===== src/rtl/skrf_pkg.sv =====
// Shared constants, widths and the sequencer state type of the range filter.
package skrf_pkg;

  // Default number of fraction bits in the mean and variance words.
  localparam int unsigned FRAC_BITS = 12;

  // Fraction bits of the incoming Q12.4 distance.
  localparam int unsigned DIST_FRAC = 4;

  localparam int unsigned DIST_W  = 16;  // distance sample
  localparam int unsigned RVAR_W  = 10;  // measurement variance register
  localparam int unsigned VAL_W   = 32;  // mean and variance words
  localparam int unsigned RF_W    = 30;  // R shifted into Q.F
  localparam int unsigned DEN_W   = 33;  // P + R
  localparam int unsigned MAG_W   = 34;  // |z - mu| and multiplier B operand
  localparam int unsigned HALF_W  = MAG_W / 2;
  localparam int unsigned PART_W  = VAL_W + HALF_W;
  localparam int unsigned PROD_W  = VAL_W + MAG_W;
  localparam int unsigned QUO_W   = MAG_W;
  localparam int unsigned UPD_W   = 36;  // updated mean before predict
  localparam int unsigned VSUM_W  = QUO_W + 1;
  localparam int unsigned MEAN_W  = UPD_W + 1;

  localparam int unsigned MEAN_RESET_WHOLE = 400;
  localparam int unsigned VAR_RESET_WHOLE  = 10000;
  localparam int unsigned PROC_VAR_SCALE   = 10;
  localparam int unsigned RVAR_RESET       = 1;

  typedef enum logic [2:0] {
    ST_IDLE,
    ST_MUL_MAG,
    ST_MUL_VAR,
    ST_DIV,
    ST_UPD,
    ST_FIN
  } skrf_state_e;

endpackage


===== src/rtl/scalar_kalman_range_filter.sv =====
// Top level of the scalar Kalman range filter: sequencer, state and result register.
//
//   Channel   Direction  Handshake                  Word
//   input     in         in_valid_i / in_ready_o    distance_i (Q12.4 cm)
//   result    out        out_valid_o / out_ready_i  est_mean_o, est_var_o (Q.F)
//   config    in         cfg_we_i                   cfg_wdata_i (R, whole cm^2)
//
// A word goes from the edge that accepts it through two passes through the
// shared multiplier, then the two-lane divider (34 one-bit steps, then its
// done flag), then the update and predict, which load the result register;
// only then can its result be taken. The block takes no new word until that
// work is done. Reset loads the estimate with a mean of 400 and a variance
// of 10000 and sets R to one.
// A stalled result register holds the finished word; the next word is
// accepted meanwhile and waits only at its last step.
module scalar_kalman_range_filter #(
  parameter int unsigned FracBits = skrf_pkg::FRAC_BITS
) (
  input  logic                          clk_i,
  input  logic                          rst_ni,
  input  logic                          cfg_we_i,
  input  logic [skrf_pkg::RVAR_W-1:0]   cfg_wdata_i,
  input  logic                          in_valid_i,
  output logic                          in_ready_o,
  input  logic [skrf_pkg::DIST_W-1:0]   distance_i,
  output logic                          out_valid_o,
  input  logic                          out_ready_i,
  output logic signed [skrf_pkg::VAL_W-1:0] est_mean_o,
  output logic [skrf_pkg::VAL_W-1:0]    est_var_o
);
  import skrf_pkg::*;

  localparam int unsigned VarRstWideW = VAL_W + 14;
  localparam logic [VarRstWideW-1:0] VarRstWide =
    VarRstWideW'(VAR_RESET_WHOLE) << FracBits;
  // The variance reset value saturates when it does not fit the word.
  localparam logic [VAL_W-1:0] VarRst =
    (|VarRstWide[VarRstWideW-1:VAL_W]) ? '1 : VarRstWide[VAL_W-1:0];
  localparam logic [VAL_W-1:0] MeanRst = VAL_W'(MEAN_RESET_WHOLE) << FracBits;

  skrf_state_e state_q, state_d;

  logic [RVAR_W-1:0]       rvar_q;
  logic signed [VAL_W-1:0] mean_q;
  logic [VAL_W-1:0]        var_q;
  logic                    out_valid_q;
  logic signed [VAL_W-1:0] out_mean_q;
  logic [VAL_W-1:0]        out_var_q;

  // Working registers of the word in flight.
  logic [VAL_W-1:0]        z_q;
  logic                    neg_q;
  logic [RF_W-1:0]         rf_q;
  logic [DEN_W-1:0]        den_q;
  logic [PROD_W-1:0]       prod_q;
  logic signed [UPD_W-1:0] upd_q;
  logic [VSUM_W-1:0]       vsum_q;

  // Control from the output decode.
  logic              accept;
  logic              mul_start;
  logic [MAG_W-1:0]  mul_b;
  logic              div_start;
  logic              fin;

  // Shared unit ports.
  logic              mul_done;
  logic [PROD_W-1:0] mul_prod;
  logic              div_done;
  logic [QUO_W-1:0]  quo0, quo1;

  // Front-end arithmetic on the incoming word.
  logic [RVAR_W-1:0]       r_eff;
  logic [RF_W-1:0]         rf;
  logic [VAL_W-1:0]        z;
  logic [MAG_W-1:0]        diff;
  logic [MAG_W-1:0]        mag;
  logic [DEN_W-1:0]        den;

  // Back-end arithmetic.
  logic [MAG_W-1:0]         rf10;
  logic signed [MEAN_W-1:0] mean_full;
  logic signed [VAL_W-1:0]  mean_sat;
  logic [VAL_W-1:0]         var_sat;
  logic                     out_free;

  // A zero R is out of range and behaves as one.
  assign r_eff = (rvar_q == '0) ? RVAR_W'(1) : rvar_q;
  assign rf    = RF_W'(r_eff) << FracBits;
  assign z     = VAL_W'(distance_i) << (FracBits - DIST_FRAC);
  assign diff  = {2'b00, z} - {{(MAG_W - VAL_W){mean_q[VAL_W-1]}}, mean_q};
  assign mag   = diff[MAG_W-1] ? (MAG_W'(0) - diff) : diff;
  assign den   = {1'b0, var_q} + DEN_W'(rf);

  assign rf10 = MAG_W'(rf_q) * MAG_W'(PROC_VAR_SCALE);

  // Predict: the motion term doubles the updated mean and removes z.
  assign mean_full = {upd_q, 1'b0} - MEAN_W'({1'b0, z_q});

  always_comb begin
    if (mean_full[MEAN_W-1:VAL_W-1] == '0 || mean_full[MEAN_W-1:VAL_W-1] == '1) begin
      mean_sat = mean_full[VAL_W-1:0];
    end else if (mean_full[MEAN_W-1]) begin
      mean_sat = {1'b1, {(VAL_W - 1){1'b0}}};
    end else begin
      mean_sat = {1'b0, {(VAL_W - 1){1'b1}}};
    end
  end

  assign var_sat  = (|vsum_q[VSUM_W-1:VAL_W]) ? '1 : vsum_q[VAL_W-1:0];
  assign out_free = !out_valid_q || out_ready_i;

  // Next-state decode.
  always_comb begin
    state_d = state_q;
    case (state_q)
      ST_IDLE: begin
        if (in_valid_i) begin
          state_d = ST_MUL_MAG;
        end
      end
      ST_MUL_MAG: begin
        if (mul_done) begin
          state_d = ST_MUL_VAR;
        end
      end
      ST_MUL_VAR: begin
        if (mul_done) begin
          state_d = ST_DIV;
        end
      end
      ST_DIV: begin
        if (div_done) begin
          state_d = ST_UPD;
        end
      end
      ST_UPD: begin
        state_d = ST_FIN;
      end
      ST_FIN: begin
        if (out_free) begin
          state_d = ST_IDLE;
        end
      end
      default: begin
        state_d = ST_IDLE;
      end
    endcase
  end

  // Output decode.
  always_comb begin
    in_ready_o = 1'b0;
    accept     = 1'b0;
    mul_start  = 1'b0;
    mul_b      = mag;
    div_start  = 1'b0;
    fin        = 1'b0;
    case (state_q)
      ST_IDLE: begin
        in_ready_o = 1'b1;
        accept     = in_valid_i;
        mul_start  = in_valid_i;
      end
      ST_MUL_MAG: begin
        mul_start = mul_done;
        mul_b     = MAG_W'(rf_q);
      end
      ST_MUL_VAR: begin
        div_start = mul_done;
      end
      ST_FIN: begin
        fin = out_free;
      end
      default: begin
      end
    endcase
  end

  skrf_mul u_mul (
    .clk_i   (clk_i),
    .rst_ni  (rst_ni),
    .start_i (mul_start),
    .a_i     (var_q),
    .b_i     (mul_b),
    .done_o  (mul_done),
    .prod_o  (mul_prod)
  );

  // Lane 0 forms the gain correction P*|z-mu|/(P+R), lane 1 forms P*R/(P+R).
  skrf_div u_div (
    .clk_i   (clk_i),
    .rst_ni  (rst_ni),
    .start_i (div_start),
    .num0_i  (prod_q),
    .num1_i  (mul_prod),
    .den_i   (den_q),
    .done_o  (div_done),
    .quo0_o  (quo0),
    .quo1_o  (quo1)
  );

  always_ff @(posedge clk_i or negedge rst_ni) begin
    if (!rst_ni) begin
      state_q     <= ST_IDLE;
      rvar_q      <= RVAR_W'(RVAR_RESET);
      mean_q      <= MeanRst;
      var_q       <= VarRst;
      out_valid_q <= 1'b0;
    end else begin
      state_q <= state_d;
      if (cfg_we_i) begin
        rvar_q <= cfg_wdata_i;
      end
      if (fin) begin
        mean_q      <= mean_sat;
        var_q       <= var_sat;
        out_valid_q <= 1'b1;
      end else if (out_ready_i) begin
        out_valid_q <= 1'b0;
      end
    end
  end

  always_ff @(posedge clk_i) begin
    if (accept) begin
      z_q   <= z;
      neg_q <= diff[MAG_W-1];
      rf_q  <= rf;
      den_q <= den;
    end
    if (state_q == ST_MUL_MAG && mul_done) begin
      prod_q <= mul_prod;
    end
    // The correction moves the mean toward the measurement.
    if (state_q == ST_UPD) begin
      if (neg_q) begin
        upd_q <= UPD_W'(mean_q) - UPD_W'(quo0);
      end else begin
        upd_q <= UPD_W'(mean_q) + UPD_W'(quo0);
      end
      vsum_q <= VSUM_W'(quo1) + VSUM_W'(rf10);
    end
    if (fin) begin
      out_mean_q <= mean_sat;
      out_var_q  <= var_sat;
    end
  end

  assign out_valid_o = out_valid_q;
  assign est_mean_o  = out_mean_q;
  assign est_var_o   = out_var_q;

endmodule


===== src/rtl/skrf_mul.sv =====
// Shared multiplier: 32 by 34 bit product built from two 32 by 17 bit passes.
module skrf_mul (
  input  logic                         clk_i,
  input  logic                         rst_ni,
  input  logic                         start_i,
  input  logic [skrf_pkg::VAL_W-1:0]   a_i,
  input  logic [skrf_pkg::MAG_W-1:0]   b_i,
  output logic                         done_o,
  output logic [skrf_pkg::PROD_W-1:0]  prod_o
);
  import skrf_pkg::*;

  logic              s0_q, s1_q, s2_q, s3_q;
  logic [VAL_W-1:0]  a_q;
  logic [MAG_W-1:0]  b_q;
  logic [HALF_W-1:0] b_sel;
  logic [PART_W-1:0] part;
  logic [PART_W-1:0] lo_q, hi_q;
  logic [PROD_W-1:0] prod_q;

  // The low half of B goes through first, the high half in the cycle after.
  assign b_sel = s0_q ? b_q[HALF_W-1:0] : b_q[MAG_W-1:HALF_W];
  assign part  = PART_W'(a_q) * PART_W'(b_sel);

  always_ff @(posedge clk_i or negedge rst_ni) begin
    if (!rst_ni) begin
      s0_q <= 1'b0;
      s1_q <= 1'b0;
      s2_q <= 1'b0;
      s3_q <= 1'b0;
    end else begin
      s0_q <= start_i;
      s1_q <= s0_q;
      s2_q <= s1_q;
      s3_q <= s2_q;
    end
  end

  always_ff @(posedge clk_i) begin
    if (start_i) begin
      a_q <= a_i;
      b_q <= b_i;
    end
    if (s0_q) begin
      lo_q <= part;
    end
    if (s1_q) begin
      hi_q <= part;
    end
    if (s2_q) begin
      prod_q <= (PROD_W'(hi_q) << HALF_W) + PROD_W'(lo_q);
    end
  end

  assign done_o = s3_q;
  assign prod_o = prod_q;

endmodule


===== src/rtl/skrf_div.sv =====
// Restoring divider with two lanes that share one divisor, one quotient bit per cycle.
module skrf_div (
  input  logic                         clk_i,
  input  logic                         rst_ni,
  input  logic                         start_i,
  input  logic [skrf_pkg::PROD_W-1:0]  num0_i,
  input  logic [skrf_pkg::PROD_W-1:0]  num1_i,
  input  logic [skrf_pkg::DEN_W-1:0]   den_i,
  output logic                         done_o,
  output logic [skrf_pkg::QUO_W-1:0]   quo0_o,
  output logic [skrf_pkg::QUO_W-1:0]   quo1_o
);
  import skrf_pkg::*;

  localparam int unsigned NumLanes = 2;
  localparam int unsigned CntW     = $clog2(QUO_W + 1);

  logic               busy_q;
  logic               done_q;
  logic [CntW-1:0]    cnt_q;
  logic [DEN_W-1:0]   den_q;
  logic [DEN_W-1:0]   rem_q [NumLanes];
  logic [QUO_W-1:0]   sh_q  [NumLanes];
  logic [DEN_W-1:0]   rem_d [NumLanes];
  logic [QUO_W-1:0]   sh_d  [NumLanes];
  logic [PROD_W-1:0]  num   [NumLanes];

  assign num[0] = num0_i;
  assign num[1] = num1_i;

  // The shift register feeds dividend bits out of its top and collects
  // quotient bits at its bottom; after QUO_W steps it holds the quotient.
  always_comb begin
    logic [DEN_W:0] rs;
    logic [DEN_W:0] diff;
    for (int l = 0; l < NumLanes; l++) begin
      rs   = {rem_q[l], sh_q[l][QUO_W-1]};
      diff = rs - {1'b0, den_q};
      if (rs >= {1'b0, den_q}) begin
        rem_d[l] = diff[DEN_W-1:0];
        sh_d[l]  = {sh_q[l][QUO_W-2:0], 1'b1};
      end else begin
        rem_d[l] = rs[DEN_W-1:0];
        sh_d[l]  = {sh_q[l][QUO_W-2:0], 1'b0};
      end
    end
  end

  always_ff @(posedge clk_i or negedge rst_ni) begin
    if (!rst_ni) begin
      busy_q <= 1'b0;
      done_q <= 1'b0;
      cnt_q  <= '0;
    end else begin
      done_q <= 1'b0;
      if (start_i) begin
        busy_q <= 1'b1;
        cnt_q  <= CntW'(QUO_W);
      end else if (busy_q) begin
        cnt_q <= cnt_q - CntW'(1);
        if (cnt_q == CntW'(1)) begin
          busy_q <= 1'b0;
          done_q <= 1'b1;
        end
      end
    end
  end

  always_ff @(posedge clk_i) begin
    if (start_i) begin
      den_q <= den_i;
      for (int l = 0; l < NumLanes; l++) begin
        rem_q[l] <= DEN_W'(num[l][PROD_W-1:QUO_W]);
        sh_q[l]  <= num[l][QUO_W-1:0];
      end
    end else if (busy_q) begin
      for (int l = 0; l < NumLanes; l++) begin
        rem_q[l] <= rem_d[l];
        sh_q[l]  <= sh_d[l];
      end
    end
  end

  assign done_o = done_q;
  assign quo0_o = sh_q[0];
  assign quo1_o = sh_q[1];

endmodule


===== config.mk =====
export PLATFORM = sky130hd
export DESIGN_NAME = scalar_kalman_range_filter
export DESIGN_NICKNAME = d
export VERILOG_FILES = /design/src/rtl/skrf_pkg.sv /design/src/rtl/scalar_kalman_range_filter.sv /design/src/rtl/skrf_mul.sv /design/src/rtl/skrf_div.sv
export SDC_FILE = /design/constraint.sdc
export NUM_CORES = 2
export LEC_CHECK = 0
export ABC_AREA = 1
export BUFFER_PORTS_ARGS = -buffer_cell sky130_fd_sc_hd__buf_2
export CAP_MARGIN = 20
export CORE_ASPECT_RATIO = 0.8
export CORE_MARGIN = 10
export CORE_UTILIZATION = 47
export CTS_CLUSTER_SIZE = 10
export DETAILED_ROUTE_END_ITERATION = 8
export GPL_TIMING_DRIVEN = 0
export PLACE_DENSITY = 0.7
export SYNTH_ARGS = -nofsm -noshare
export SYNTH_HDL_FRONTEND = slang
export SYNTH_SLANG_ARGS = --single-unit

===== constraint.sdc =====
create_clock -name clk_i -period 9.1 [get_ports clk_i]
set_input_delay 1.365 -clock clk_i [delete_from_list [all_inputs] [get_ports clk_i]]
set_output_delay 1.365 -clock clk_i [all_outputs]
set_load 0.05 [all_outputs]

==> results.json <==
{
  "critPathCaptureType": "flip-flop",
  "routed_wl_mm": 197.0,
  "stdcell_area_sq_um": 64900,
  "cts_root_buf": "clkbuf_16",
  "grt_use_met2": 0.3994,
  "area_growth_syn_to_layout_pct": 9.776,
  "skew_ns": 0.05205,
  "yosysUniqueCellTypes": 63,
  "synth_seq_area_share": 0.3725,
  "cts_made_buffers": 90,
  "leakage_uw": 0.03006,
  "drive_gt1_frac": 0.06883,
  "htree_levels": 3,
  "startpoint": "u_mul.s0_q$_DFF_PN0_",
  "slew_headroom": 0.1862,
  "p_sw_frac": 0.2246,
  "grt_pass1_vias": 46281,
  "p_sw_uw": 1654,
  "fp-row-count": 116,
  "grt_max_degree": 69,
  "fillers": 11714,
  "grt.total_usage": 0.2762,
  "hold_path_class": "reg2reg",
  "post_cts_buffers": 0,
  "io_pins": 97,
  "portBuffers": 95,
  "place_area_sq_um": 62100,
  "antenna_found_initial": 7,
  "finalHoldViolations": 0,
  "pre_cts_ws_ns": 0.2761,
  "grt_util_met1": 0.4005,
  "r2r-end": "u_mul.hi_q[47]$_DFFE_PP_",
  "timing.fmax_ghz": 0.1133,
  "synth_top_area_share": 0.3342,
  "p_per_area_nw_per_um2": 113.5,
  "p_total_uw": 7363,
  "synth-edff-count": 658,
  "grt_pass1_wl_mm": 292.2,
  "setup_ws_ns": 0.2752,
  "power.share.clock": 0.467,
  "async_reset_ff_frac": 0.1203,
  "top_usage_layer": "met1",
  "vias_per_cell": 5.492,
  "ys_ff_latch": 748,
  "grt_overflow": 0,
  "yosysTopAreaCell": "edfxtp_1",
  "critical_path.startpoint_type": "flip-flop",
  "critPathCapture": "u_mul.hi_q[47]$_DFFE_PP_",
  "min_period_over_period": 0.9698,
  "clk_pin_slew_ns": 0.06,
  "die_w_microns": 416.5,
  "final_nets": 7818,
  "crit_fanout": 25,
  "worst_path_max_delay_cell": "clkbuf_1",
  "max_cap_violations": 0,
  "cts_buffer_depth": 3,
  "met3_usage": 0.07745,
  "power_frac_seq": 0.504,
  "rsz0062_at_grt": "no",
  "slew_violations": 0,
  "status": "finished clean",
  "syn_area_sq_um": 59120,
  "min_period_ns": 8.825,
  "synthCells": 6791,
  "arrival_ns": 9.22,
  "slowest_delay_ns": 0.67,
  "r2r_setup_slack_ns": 0.28,
  "rr_worst_depth": 25,
  "detail_route.wl_per_cell_microns": 22.56,
  "antenna_left": 0,
  "p_int_uw": 5709,
  "remaining_drc_errors": 0,
  "power_frac_comb": 0.029,
  "gp_congestion": 0.9977,
  "ys.flop_type": "edfxtp_1",
  "synth_warnings": 0,
  "rr_startpoint": "u_mul.s0_q$_DFF_PN0_",
  "numClockSinks": 748,
  "place_hpwl_mm": 161.8,
  "dieArea_sq_um": 140500,
  "insertion_delay_ns": 0.70,
  "detail_route.first_pass.iterations": 6,
  "cts_tree": "built",
  "avgSynthCellArea_sq_um": 8.705,
  "drt_first_iter_violations": 5683,
  "worstMarginPinSlew_ns": 1.210,
  "synth_area_leaders": "edfxtp_1 (33%), fa_1 (15%), nand2_1 (10%)",
  "ir_worst_vdd_mv": 0.1198,
  "setup_violations": 0,
  "path_class": "reg2reg",
  "coreArea_sq_um": 125000,
  "required_ns": 9.49,
  "cts_hold_buf": 0,
  "vias": 47952,
  "initial_utilization": 0.4731,
  "fp.dieH_microns": 337.2
}
## flip-flops by register name, indices dropped and copies added, names as in the netlist, 35 cells and up
register	flops
prod_q	66
u_mul.prod_o	66
u_div.sh_q	68
vsum_q	35
u_mul.lo_q	49
upd_q	36
u_mul.hi_q	49
u_div.rem_q	66
## power by group through the flow
stage	clock, uW	sequential (uW)	combinational (uW)
floorplan	0	3780	136
global placement	0	3780	205
detailed placement	0	3780	211
CTS	3460	3710	213
global route	3600	3710	240
finish	3440	3710	216
## stage by stage
stage                     hold WS, ns  cells    util  TNS (ns)
after floorplan                0.4003   6792       -         0
after global placement         0.4029   8539  0.4934    -55.21
after detailed placement       0.4045   8559  0.4970         0
after CTS                      0.4177   8727  0.5192         0
after global routing           0.4228   8727  0.5192         0
final                          0.4189   8732  0.5193         0
## routing by layer
layer	vias up	routed length [microns]
met4	6	6818
met3	304	23270
met2	2335	80700
li1	22008	-
met1	23299	86190
met5	-	41
## cell usage after synthesis (6+ instances only)
cell and number:
xnor2_1 77, nor3_1 56, o211ai_1 19, nand3b_1 6
nand3_1 208, or2_2 78, o21ai_1 37, buf_2 28
nor2_1 642, a21oi_1 322, nand2_2 55, a21o_1 17
dfrtp_1 81, edfxtp_1 658, dfstp_2 9, o21ai_2 10
ha_1 331, o21ai_0 261, nand4_1 42, nand2_1 1647
o221ai_1 9, buf_6 8, o21a_1 25, a21boi_0 13
xor2_1 205, a31oi_1 39, inv_2 20, clkinv_1 9
nor4_1 24, o21bai_1 31, inv_1 1165, clkbuf_1 121
fa_1 457, nor2_2 16
## worst max-delay path: cells and delay by family, from the launching register on
| kind | cells | cell delay, ns |
|---|---|---|
| AOI/OAI and AO/OA | 1 | 0.11 |
| xor gates and xnor gates | 1 | 0.56 |
| adders and majority gates | 7 | 3.73 |
| buffers and inverters | 8 | 1.80 |
| DFF | 1 | 0.65 |
| and+or+nand+nor | 8 | 1.66 |
## logic make-up after synthesis
family / after synthesis / synth area share
AND/OR/NAND/NOR: 2803 / 0.1962
adder cells (fa/ha/maj): 788 / 0.2248
flip-flops: 748 / 0.3725
XOR/XNOR: 282 / 0.04178
multiplexers: 1 / 0.0001905
AO/OA/AOI/OAI: 806 / 0.07600
other: 1 / 0.00006343
buffers and inverters: 1362 / 0.08841
## final cells by class
cell class	instances	area (sq um)	area share
Timing Repair Buffer	115	858.3	0.01323
Multi-Input combinational cell	4682	31920	0.4919
Clock buffer	150	2529	0.03897
Buffer	166	738.2	0.01138
Clock inverter	18	249.0	0.003837
Sequential cell	748	22030	0.3394
Antenna cell	5	12.51	0.0001928
Inverter	1196	4493	0.06923
Tap cell	1652	2067	0.03185
## repair_timing
action	CTS	global route
hold endpoints to repair	0	0
setup endpoints to repair	0	8
resized for setup	0	4
## worst min path at each step
stage	startpoint	endpoint	slack, ns	cells past startpoint
global route	u_mul.lo_q[7]$_DFFE_PP_	u_mul.prod_o[7]$_DFFE_PP_	0.42	0
CTS	den_q[7]$_DFFE_PP_	u_div.den_q[7]$_DFFE_PP_	0.42	0
floorplan	den_q[0]$_DFFE_PP_	u_div.den_q[0]$_DFFE_PP_	0.40	0
detailed placement	den_q[26]$_DFFE_PP_	u_div.den_q[26]$_DFFE_PP_	0.40	0
finish	den_q[7]$_DFFE_PP_	u_div.den_q[7]$_DFFE_PP_	0.42	0
global placement	den_q[5]$_DFFE_PP_	u_div.den_q[5]$_DFFE_PP_	0.40	0
## cell usage in the layout, fill, tap and decap left out, types with 37 or more instances in the layout
cell type / instances
nand4_1: 42
nand3_1: 208
a31oi_1: 39
ha_1: 331
nand2_1: 1646
o21ai_0: 261
fa_1: 457
xnor2_1: 77
xor2_1: 205
a21oi_1: 322
inv_1: 1165
dfrtp_1: 78
o21ai_1: 37
nor2_1: 639
buf_2: 121
clkbuf_16: 91
nor3_1: 55
or2_2: 78
clkbuf_1: 175
edfxtp_1: 658
nand2_2: 55
Note: power is estimated with default switching activity, not from simulation.
